**config.mk**
```make
export PLATFORM = sky130hd
export DESIGN_NAME = video_frame_reorder_buffer
export DESIGN_NICKNAME = d
export VERILOG_FILES = /design/src/hw/rtl/vfrb_pkg.sv /design/src/hw/rtl/vfrb_ram.sv /design/src/hw/rtl/video_frame_reorder_buffer.sv
export SDC_FILE = /design/constraint.sdc
export NUM_CORES = 2
export LEC_CHECK = 0
export BUFFER_PORTS_ARGS = -buffer_cell sky130_fd_sc_hd__clkbuf_2
export CAP_MARGIN = 20
export CELL_PAD_IN_SITES_DETAIL_PLACEMENT = 0
export CELL_PAD_IN_SITES_GLOBAL_PLACEMENT = 1
export CORE_ASPECT_RATIO = 0.9
export CORE_MARGIN = 1
export CORE_UTILIZATION = 50
export CTS_CLUSTER_DIAMETER = 150
export DETAILED_ROUTE_END_ITERATION = 10
export PLACE_DENSITY = 0.85
export RECOVER_POWER = 25
export SYNTH_ARGS = -nofsm -noshare
export SYNTH_HDL_FRONTEND = slang
export SYNTH_SLANG_ARGS = --single-unit
```
**constraint.sdc**
```tcl
create_clock -name clk_i -period 10.5 [get_ports clk_i]
set_input_delay 0.525 -clock clk_i [delete_from_list [all_inputs] [get_ports clk_i]]
set_output_delay 0.525 -clock clk_i [all_outputs]
set_load 0.03 [all_outputs]
```
**src/hw/rtl/vfrb_pkg.sv**
```systemverilog
// ----------------------------------------------------------------------------
// vfrb_pkg
// shared widths, defaults and codes of the video frame reorder buffer
// ----------------------------------------------------------------------------
package vfrb_pkg;

  localparam int unsigned DefDepth      = 32;
  localparam int unsigned DefHandleBits = 16;

  localparam int unsigned OpW      = 2;
  localparam int unsigned SeqW     = 32;
  localparam int unsigned StatusW  = 3;
  localparam int unsigned CntOutW  = 6;

  localparam logic [OpW-1:0] OpInsert = 2'd0;
  localparam logic [OpW-1:0] OpGet    = 2'd1;
  localparam logic [OpW-1:0] OpFlush  = 2'd2;

  localparam logic [StatusW-1:0] StOk      = 3'd0;
  localparam logic [StatusW-1:0] StDup     = 3'd1;
  localparam logic [StatusW-1:0] StFull    = 3'd2;
  localparam logic [StatusW-1:0] StEmpty   = 3'd3;
  localparam logic [StatusW-1:0] StNotDec  = 3'd4;
  localparam logic [StatusW-1:0] StFlushed = 3'd5;

endpackage

```
**src/hw/rtl/vfrb_ram.sv**
```systemverilog
// ----------------------------------------------------------------------------
// vfrb_ram
// generic single write, single read ram with registered read data
// ----------------------------------------------------------------------------
module vfrb_ram #(
  parameter int unsigned Width = 8,
  parameter int unsigned Depth = 32
) (
  input  logic                     clk_i,
  input  logic                     we_i,
  input  logic [$clog2(Depth)-1:0] waddr_i,
  input  logic [Width-1:0]         wdata_i,
  input  logic [$clog2(Depth)-1:0] raddr_i,
  output logic [Width-1:0]         rdata_o
);

  logic [Width-1:0] mem_q [Depth];
  logic [Width-1:0] rdata_q;

  always_ff @(posedge clk_i) begin
    if (we_i) begin
      mem_q[waddr_i] <= wdata_i;
    end
    rdata_q <= mem_q[raddr_i];
  end

  assign rdata_o = rdata_q;

endmodule

```
**src/hw/rtl/video_frame_reorder_buffer.sv**
```systemverilog
// ----------------------------------------------------------------------------
// video_frame_reorder_buffer
// frames kept in ascending sequence order in a ring held in one ram
// ----------------------------------------------------------------------------
// One command is taken at a time; in_stall_o is high from acceptance until
// the result is handed to the output register, which can hold one finished
// word while the next command is accepted. Frames live in a ring in a single
// ram with one read and one write port, so the memory walk sets the time: a
// get reads the head entry and then hands over, a flush or an unused opcode
// goes straight to the hand-over, and an insert runs the ascending search
// for the insertion point, one entry per cycle, then moves the frames at and
// above that point up by one slot, unless the frame goes to the tail, and
// then places the frame; a duplicate or full insert ends after the search. A
// finished word waits for the output register to empty before hand-over.
// Dropping frames ahead of a key frame and popping only move the ring head
// and count; flushing only clears the count.
// ----------------------------------------------------------------------------
module video_frame_reorder_buffer #(
  parameter int unsigned DEPTH       = vfrb_pkg::DefDepth,
  parameter int unsigned HANDLE_BITS = vfrb_pkg::DefHandleBits
) (
  input  logic                         clk_i,
  input  logic                         rst_ni,
  input  logic                         in_valid_i,
  output logic                         in_stall_o,
  input  logic [vfrb_pkg::OpW-1:0]     opcode_i,
  input  logic [vfrb_pkg::SeqW-1:0]    seq_number_i,
  input  logic                         is_key_i,
  input  logic [HANDLE_BITS-1:0]       frame_handle_i,
  output logic                         out_valid_o,
  input  logic                         out_stall_i,
  output logic [vfrb_pkg::StatusW-1:0] status_o,
  output logic [vfrb_pkg::SeqW-1:0]    out_seq_o,
  output logic                         out_is_key_o,
  output logic [HANDLE_BITS-1:0]       out_handle_o,
  output logic [vfrb_pkg::CntOutW-1:0] dropped_count_o,
  output logic [vfrb_pkg::CntOutW-1:0] occupancy_o
);

  import vfrb_pkg::*;

  localparam int unsigned AW = $clog2(DEPTH);
  localparam int unsigned CW = $clog2(DEPTH + 1);
  localparam int unsigned EW = SeqW + 1 + HANDLE_BITS;
  localparam logic [AW:0] DepthA = (AW + 1)'(DEPTH);
  localparam logic [CW-1:0] DepthC = CW'(DEPTH);
  localparam logic [CW-1:0] OneC = CW'(1);

  typedef enum logic [2:0] {
    S_IDLE,
    S_SCAN,
    S_SHIFT,
    S_PLACE,
    S_GET,
    S_OUT
  } state_e;

  function automatic logic [AW-1:0] phys(input logic [AW-1:0] base,
                                         input logic [AW-1:0] off);
    logic [AW:0] sum;
    sum = {1'b0, base} + {1'b0, off};
    if (sum >= DepthA) begin
      sum = sum - DepthA;
    end
    return sum[AW-1:0];
  endfunction

  function automatic logic [CntOutW-1:0] sat6(input logic [CW-1:0] v);
    logic [CW+CntOutW-1:0] w;
    w = {{CntOutW{1'b0}}, v};
    if (w > (CW + CntOutW)'({CntOutW{1'b1}})) begin
      return {CntOutW{1'b1}};
    end
    return w[CntOutW-1:0];
  endfunction

  state_e               state_q, state_d;
  logic [OpW-1:0]       op_q, op_d;
  logic [SeqW-1:0]      seq_q, seq_d;
  logic                 key_q, key_d;
  logic [HANDLE_BITS-1:0] hdl_q, hdl_d;
  logic [AW-1:0]        head_q, head_d;
  logic [CW-1:0]        count_q, count_d;
  logic [SeqW-1:0]      last_q, last_d;
  logic [CW-1:0]        idx_q, idx_d;
  logic [CW-1:0]        pos_q, pos_d;
  logic [CW-1:0]        wr_off_q, wr_off_d;
  logic                 pend_q, pend_d;
  logic                 rd_act_q, rd_act_d;

  logic [StatusW-1:0]     res_status_q, res_status_d;
  logic [SeqW-1:0]        res_seq_q, res_seq_d;
  logic                   res_key_q, res_key_d;
  logic [HANDLE_BITS-1:0] res_hdl_q, res_hdl_d;
  logic [CntOutW-1:0]     res_drop_q, res_drop_d;
  logic [CntOutW-1:0]     res_occ_q, res_occ_d;

  logic                   out_valid_q, out_valid_d;
  logic [StatusW-1:0]     out_status_q, out_status_d;
  logic [SeqW-1:0]        out_seq_q, out_seq_d;
  logic                   out_key_q, out_key_d;
  logic [HANDLE_BITS-1:0] out_hdl_q, out_hdl_d;
  logic [CntOutW-1:0]     out_drop_q, out_drop_d;
  logic [CntOutW-1:0]     out_occ_q, out_occ_d;

  logic                   ram_we;
  logic [AW-1:0]          ram_waddr;
  logic [EW-1:0]          ram_wdata;
  logic [AW-1:0]          ram_raddr;
  logic [EW-1:0]          ram_rdata;
  logic [AW-1:0]          rd_off;
  logic [SeqW-1:0]        rd_seq;
  logic                   rd_key;
  logic [HANDLE_BITS-1:0] rd_hdl;

  logic                   stop;
  logic                   dup;
  logic [CW-1:0]          found_pos;
  logic [CW-1:0]          cur;
  logic [CW-1:0]          new_count;

  assign {rd_seq, rd_key, rd_hdl} = ram_rdata;

  always_comb begin
    case (state_q)
      S_SCAN, S_SHIFT: rd_off = idx_q[AW-1:0];
      default:         rd_off = '0;
    endcase
  end

  assign ram_raddr = phys(head_q, rd_off);

  always_comb begin
    ram_we    = 1'b0;
    ram_waddr = phys(head_q, pos_q[AW-1:0]);
    ram_wdata = {seq_q, key_q, hdl_q};
    if (state_q == S_SHIFT && pend_q) begin
      ram_we    = 1'b1;
      ram_waddr = phys(head_q, wr_off_q[AW-1:0]);
      ram_wdata = ram_rdata;
    end else if (state_q == S_PLACE) begin
      ram_we = 1'b1;
    end
  end

  vfrb_ram #(
    .Width (EW),
    .Depth (DEPTH)
  ) u_ram (
    .clk_i   (clk_i),
    .we_i    (ram_we),
    .waddr_i (ram_waddr),
    .wdata_i (ram_wdata),
    .raddr_i (ram_raddr),
    .rdata_o (ram_rdata)
  );

  // search for the first stored frame not below the new number
  always_comb begin
    cur       = idx_q - OneC;
    stop      = 1'b0;
    dup       = 1'b0;
    found_pos = '0;
    if (!pend_q) begin
      stop = 1'b1;
    end else if (rd_seq >= seq_q) begin
      stop      = 1'b1;
      dup       = (rd_seq == seq_q);
      found_pos = cur;
    end else if (cur == count_q - OneC) begin
      stop      = 1'b1;
      found_pos = count_q;
    end
  end

  assign new_count = count_q + OneC;
  assign in_stall_o = (state_q != S_IDLE);

  always_comb begin
    state_d      = state_q;
    op_d         = op_q;
    seq_d        = seq_q;
    key_d        = key_q;
    hdl_d        = hdl_q;
    head_d       = head_q;
    count_d      = count_q;
    last_d       = last_q;
    idx_d        = idx_q;
    pos_d        = pos_q;
    wr_off_d     = wr_off_q;
    pend_d       = pend_q;
    rd_act_d     = rd_act_q;
    res_status_d = res_status_q;
    res_seq_d    = res_seq_q;
    res_key_d    = res_key_q;
    res_hdl_d    = res_hdl_q;
    res_drop_d   = res_drop_q;
    res_occ_d    = res_occ_q;
    out_valid_d  = out_valid_q & out_stall_i;
    out_status_d = out_status_q;
    out_seq_d    = out_seq_q;
    out_key_d    = out_key_q;
    out_hdl_d    = out_hdl_q;
    out_drop_d   = out_drop_q;
    out_occ_d    = out_occ_q;

    case (state_q)
      S_IDLE: begin
        if (in_valid_i) begin
          op_d         = opcode_i;
          seq_d        = seq_number_i;
          key_d        = is_key_i;
          hdl_d        = frame_handle_i;
          res_status_d = StOk;
          res_seq_d    = '0;
          res_key_d    = 1'b0;
          res_hdl_d    = '0;
          res_drop_d   = '0;
          res_occ_d    = sat6(count_q);
          case (opcode_i)
            OpInsert: begin
              idx_d   = OneC;
              pend_d  = (count_q != '0);
              state_d = S_SCAN;
            end
            OpGet: begin
              if (count_q == '0) begin
                res_status_d = StEmpty;
                state_d      = S_OUT;
              end else begin
                state_d = S_GET;
              end
            end
            OpFlush: begin
              res_status_d = StFlushed;
              res_drop_d   = sat6(count_q);
              res_occ_d    = '0;
              count_d      = '0;
              state_d      = S_OUT;
            end
            default: begin
              state_d = S_OUT;
            end
          endcase
        end
      end

      S_SCAN: begin
        if (idx_q < count_q) begin
          idx_d  = idx_q + OneC;
          pend_d = 1'b1;
        end else begin
          pend_d = 1'b0;
        end
        if (stop) begin
          pos_d = found_pos;
          if (dup) begin
            res_status_d = StDup;
            state_d      = S_OUT;
          end else if (count_q == DepthC) begin
            res_status_d = StFull;
            state_d      = S_OUT;
          end else if (found_pos == count_q) begin
            state_d = S_PLACE;
          end else begin
            idx_d    = count_q - OneC;
            pend_d   = 1'b0;
            rd_act_d = 1'b1;
            state_d  = S_SHIFT;
          end
        end
      end

      // move frames at and above the insertion point up by one slot
      S_SHIFT: begin
        pend_d   = rd_act_q;
        wr_off_d = idx_q + OneC;
        rd_act_d = rd_act_q && (idx_q != pos_q);
        if (rd_act_q && idx_q != pos_q) begin
          idx_d = idx_q - OneC;
        end
        if (!rd_act_q && pend_q) begin
          state_d = S_PLACE;
        end
      end

      S_PLACE: begin
        if (key_q) begin
          head_d     = phys(head_q, pos_q[AW-1:0]);
          count_d    = new_count - pos_q;
          res_drop_d = sat6(pos_q);
          res_occ_d  = sat6(new_count - pos_q);
        end else begin
          count_d   = new_count;
          res_occ_d = sat6(new_count);
        end
        state_d = S_OUT;
      end

      S_GET: begin
        if (rd_key || rd_seq == last_q + SeqW'(1)) begin
          last_d    = rd_seq;
          res_seq_d = rd_seq;
          res_key_d = rd_key;
          res_hdl_d = rd_hdl;
          head_d    = phys(head_q, AW'(1));
          count_d   = count_q - OneC;
          res_occ_d = sat6(count_q - OneC);
        end else begin
          res_status_d = StNotDec;
        end
        state_d = S_OUT;
      end

      S_OUT: begin
        if (!out_valid_q || !out_stall_i) begin
          out_valid_d  = 1'b1;
          out_status_d = res_status_q;
          out_seq_d    = res_seq_q;
          out_key_d    = res_key_q;
          out_hdl_d    = res_hdl_q;
          out_drop_d   = res_drop_q;
          out_occ_d    = res_occ_q;
          state_d      = S_IDLE;
        end
      end

      default: begin
        state_d = S_IDLE;
      end
    endcase
  end

  always_ff @(posedge clk_i or negedge rst_ni) begin
    if (!rst_ni) begin
      state_q      <= S_IDLE;
      op_q         <= '0;
      seq_q        <= '0;
      key_q        <= 1'b0;
      hdl_q        <= '0;
      head_q       <= '0;
      count_q      <= '0;
      last_q       <= '0;
      idx_q        <= '0;
      pos_q        <= '0;
      wr_off_q     <= '0;
      pend_q       <= 1'b0;
      rd_act_q     <= 1'b0;
      res_status_q <= '0;
      res_seq_q    <= '0;
      res_key_q    <= 1'b0;
      res_hdl_q    <= '0;
      res_drop_q   <= '0;
      res_occ_q    <= '0;
      out_valid_q  <= 1'b0;
      out_status_q <= '0;
      out_seq_q    <= '0;
      out_key_q    <= 1'b0;
      out_hdl_q    <= '0;
      out_drop_q   <= '0;
      out_occ_q    <= '0;
    end else begin
      state_q      <= state_d;
      op_q         <= op_d;
      seq_q        <= seq_d;
      key_q        <= key_d;
      hdl_q        <= hdl_d;
      head_q       <= head_d;
      count_q      <= count_d;
      last_q       <= last_d;
      idx_q        <= idx_d;
      pos_q        <= pos_d;
      wr_off_q     <= wr_off_d;
      pend_q       <= pend_d;
      rd_act_q     <= rd_act_d;
      res_status_q <= res_status_d;
      res_seq_q    <= res_seq_d;
      res_key_q    <= res_key_d;
      res_hdl_q    <= res_hdl_d;
      res_drop_q   <= res_drop_d;
      res_occ_q    <= res_occ_d;
      out_valid_q  <= out_valid_d;
      out_status_q <= out_status_d;
      out_seq_q    <= out_seq_d;
      out_key_q    <= out_key_d;
      out_hdl_q    <= out_hdl_d;
      out_drop_q   <= out_drop_d;
      out_occ_q    <= out_occ_d;
    end
  end

  assign out_valid_o     = out_valid_q;
  assign status_o        = out_status_q;
  assign out_seq_o       = out_seq_q;
  assign out_is_key_o    = out_key_q;
  assign out_handle_o    = out_hdl_q;
  assign dropped_count_o = out_drop_q;
  assign occupancy_o     = out_occ_q;

  // the ring never holds more frames than it has slots
  a_count_bound: assert property (@(posedge clk_i) disable iff (!rst_ni)
    count_q <= DepthC)
    else $error("frame count beyond depth");

  // a new result word only appears after the hand-over state
  a_out_source: assert property (@(posedge clk_i) disable iff (!rst_ni)
    $rose(out_valid_o) |-> $past(state_q == S_OUT))
    else $error("result word without hand-over");

  // shifting only happens below the tail of a list that is not full
  a_shift_range: assert property (@(posedge clk_i) disable iff (!rst_ni)
    (state_q == S_SHIFT) |-> (pos_q < count_q && count_q < DepthC))
    else $error("shift outside stored range");

  // ram writes only come from the shift and place steps of an insert
  a_write_owner: assert property (@(posedge clk_i) disable iff (!rst_ni)
    ram_we |-> ((state_q == S_SHIFT || state_q == S_PLACE) && op_q == OpInsert))
    else $error("ram write outside insert");

  // placing a frame always leaves at least that frame stored
  a_place_count: assert property (@(posedge clk_i) disable iff (!rst_ni)
    (state_q == S_PLACE) |=> (count_q != '0))
    else $error("insert left the list empty");

endmodule
```
==> parameters.txt <==
Parameter                              Value

Placement
  Routability congestion estimate    0.854
  Number of input and output port buffers inserted    120
  Estimated wirelength of the detail-placed design    100 mm
  Number of placed instances, taps included    6,374
  Area post-placement    0.0779 mm^2

Layout
  Layout Nets    4,753
  Area used by sequential logic in the layout    0.0540 mm^2
  Antenna diode instance count    0
  Fillers    10,802
  Area delta synth->final    12.9%
  Area of combinational cells with multiple inputs    0.0197 mm^2
  Post-route insts no fill    6,753
  Finished Cell Area    0.0841 mm^2
  Layout cells sized above 1    20.5%

Logic synthesis
  Average cell area after synthesis    16.8 um^2
  Post-synthesis instance area    0.0745 mm^2
  Synth area leaders    edfxtp_1 63%, mux4_2 12%, dfrtp_1 8.0%
  Synthesized flop and latch total    approximately 1,900
  Mapped Cells    around 4,400
  Warnings, synthesis    0
  Post-synth top flop    edfxtp_1
  Synth top area share    63.2%
  Unique masters post-synth    73
  Most area-hungry cell type in the Yosys netlist    edfxtp_1
  Most used standard cells in the synthesized netlist    1,568 x edfxtp_1, 730 x nand2_1, 392 x mux4_2
  Post-synth EDFFs    1,568
  Async set-reset flop share out of synthesis    between 10% and 20%
  Portion of the post-synthesis area used by sequential elements    between 70% and 80%
  Nets in the synthesized netlist    4,548
  Most frequently used cell type in the post-synthesis netlist    edfxtp_1

Floorplan
  Number of placement rows    134
  Die outline width    409 um
  Placeable Area    approximately 0.15 mm^2
  DIE HEIGHT    368 um
  Number of top-level design ports    121
  Full die area    0.151 mm^2
  Initial core utilization    50.3%

Power and ir drop
  Worst ir drop on vdd    0.000475 V
  P_sw    11.3 mW
  Internal cell power    18.4 mW
  Combinational share of power    43.2%
  Switching fraction of total power    a little under two fifths
  Final Total Pwr    slightly below 30 mW
  Power density relative to cell area    ~350 mW/mm^2
  Pleak    28.9 nW
  Clk network pwr share    a little over a fifth
  Reg power frac    35.3%

Timing
  Final-report max-slew violation count    361
  Setup violators final    0
  Tcrit/Tclk final    64.8%
  Summed negative setup slack over all endpoints    0 ns
  Unrepaired setup endpoints after global routing    no
  Tmin final    6.80 ns
  Relative slew margins    -291%
  Hold slack    0.0340 ns
  Fmax    about 0.15 GHz
  Transition at the pin with the smallest max-transition slack    5.86 ns
  Total count of hold-check failures in the final report    0
  Final clock skew    approximately 0.035 ns

Global routing
  Antenna violations before repair    6
  Congestion Overflow GR    0
  Global-route wire length before repair    279 mm
  All-Layer GR Usage    25.4%
  Via count of the first global-routing pass    41,749
  Pin count of the biggest net entering global routing    between 150 and 200

Route
  Remaining DRCs    0
  Via count    42,284
  Detail-routed net length per standard cell    28.3 um
  Number of nets with antenna violations after routing    0
  Total wire length    191 mm
  Routed vias/inst    around 6.3
  DRC marker count from the first detailed-route iteration    5,445
  Length of the first detailed-routing pass in iterations    6

Clocking
  Clk Latency, worst-skew pair    0.81 ns
  Maximum number of buffers from clock root to sink    3
  H-tree depth    4
  Library cell used as clock root buffer    clkbuf_16
  Clock Pin Slew Worst Setup and Hold Paths    0.06 ns
  CTS Sinks    1,854
  Count of buffers added by post-CTS timing repair for setup    0
  Clock tree from TritonCTS    built
  Cts bufs inserted    177

Status
  Run status    finished with violations
  Failing checks    max-capacitance violations, max-slew violations

Setup path
  Largest stage delay on the critical path    2.45 ns
  Kind of start point of the critical path    flip-flop
  Data arrival time of the worst path    about 7.5 ns
  Library cell contributing the largest single delay on the critical path    clkbuf_1
  CP Launch Point    state_q[1]$_DFFE_PN0P_
  Critical R2R Launch    state_q[1]$_DFFE_PN0P_
  Crit path cell chain    nor3_1 > and2_0 > clkbuf_1 > nand2_1 > o21ai_0
  Crit path max fanout    49
  Crit path required time    11.17 ns
  Classification of the worst setup path    flip-flop to flip-flop
  Endpoint of the most critical setup path    seq_q[20]$_DFFE_PN0P_
  Register-to-Register Setup Slack    3.70 ns
  Capturing element type of the critical path    flip-flop
  Cells on worst reg2reg path    5
  End of the worst register-to-register path    seq_q[20]$_DFFE_PN0P_

Hold path
  Type of the most critical hold path    input pin to flip-flop
  Worst hold path stage count    3

Run
  Total of max-cap violations    6
[metal layers]
metal	part of all wire (%)	vias up	track usage, %
met5	0	-	0
met4	2.7	0	7.95
met3	12	370	5.49
met2	47	2673	39.9
met1	39	21681	35.8
li1	-	17560	-
[power groups by stage]
stage	Sequential (mW)	Clock [mW]	Combinational [mW]
global placement	10.6	0	12.4
CTS	10.5	6.44	12.8
floorplan	10.4	0	8.94
global route	10.5	6.71	13.8
detailed placement	10.6	0	12.6
finish	10.5	6.39	12.8
[cell usage in the layout, fill, tap and decap left out, types with 48 or more instances in the layout]
master and n:
edfxtp_1 1568, nand2_1 730, mux4_2 392, nand3_1 270
dfrtp_1 237, clkbuf_16 180, o21ai_0 158, clkbuf_1 119
buf_4 94, mux2_2 90, inv_1 63, ha_1 63
clkbuf_2 54, nor2_1 52, dfxtp_1 49, xnor2_1 48
[cells by family (layout without fill, tap and decap cells)]
kind of cell               count (synthesis)  count (layout)  share of synthesized area (%)
xor gates and xnor gates                  78              78                          0.917
and+or+nand+nor                         1251            1251                           7.37
buffers and inverters                    309             665                           1.64
adders and majority gates                 68              68                           1.18
DFF                                     1854            1854                           72.5
AOI/OAI and AO/OA                        370             370                           3.06
muxes                                    495             495                           13.4
[worst min-delay path by stage]
stage                     slack, ns                             end                     start
after floorplan                0.23  dropped_count_o[0]$_DFFE_PN0P_                    rst_ni
after global placement         0.45        res_hdl_q[3]$_DFFE_PN0P_  u_ram.rdata_o[3]$_DFF_P_
after detailed placement       0.45        res_hdl_q[3]$_DFFE_PN0P_  u_ram.rdata_o[3]$_DFF_P_
after CTS                    0.0002            seq_q[1]$_DFFE_PN0P_           seq_number_i[1]
after global routing          0.005           seq_q[11]$_DFFE_PN0P_          seq_number_i[11]
final                          0.03           seq_q[11]$_DFFE_PN0P_          seq_number_i[11]
[metrics by stage]
step	util [%]	worst slack, ns
6_report	56.8	3.70
5_1_grt	56.8	2.53
4_1_cts	56.8	4.88
3_5_place_dp	52.6	4.85
3_3_place_gp	52.6	5.04
2_1_floorplan	-	5.81
[sequential cells by signal, summed over array words and instances, names as in the netlist, 5 cells and up]
name             count
wr_off_q             5
res_drop_q           6
out_seq_o           32
u_ram.mem_q       1568
res_hdl_q           16
head_q               5
seq_q               32
idx_q                6
u_ram.rdata_o       49
dropped_count_o      6
res_occ_q            6
hdl_q               16
out_handle_o        16
res_seq_q           32
occupancy_o          6
pos_q                6
last_q              32
[critical path: cells and delay by family (launching register included)]
| kind | cells | cell delay [ns] |
|---|---|---|
| AND/OR/NAND/NOR | 3 | 3.31 |
| buffers and inverters | 1 | 2.45 |
| AO/OA/AOI/OAI | 1 | 0.24 |
| flip-flops | 1 | 0.57 |
[repair_timing]
action | CTS | global route
resized for setup | 0 | 0
hold buffers | 37 | 0
hold endpoints to repair | 145 | 0
[layout make-up]
cell class,instances,area share (%)
Sequential cell,1854,64.2
Multi-Input combinational cell,2262,23.4
Clock buffer,243,5.81
Inverter,63,0.281
Tap cell,1972,2.93
Timing Repair Buffer,272,2.24
Clock inverter,87,1.13
Note: power is estimated with default switching activity, not from simulation.
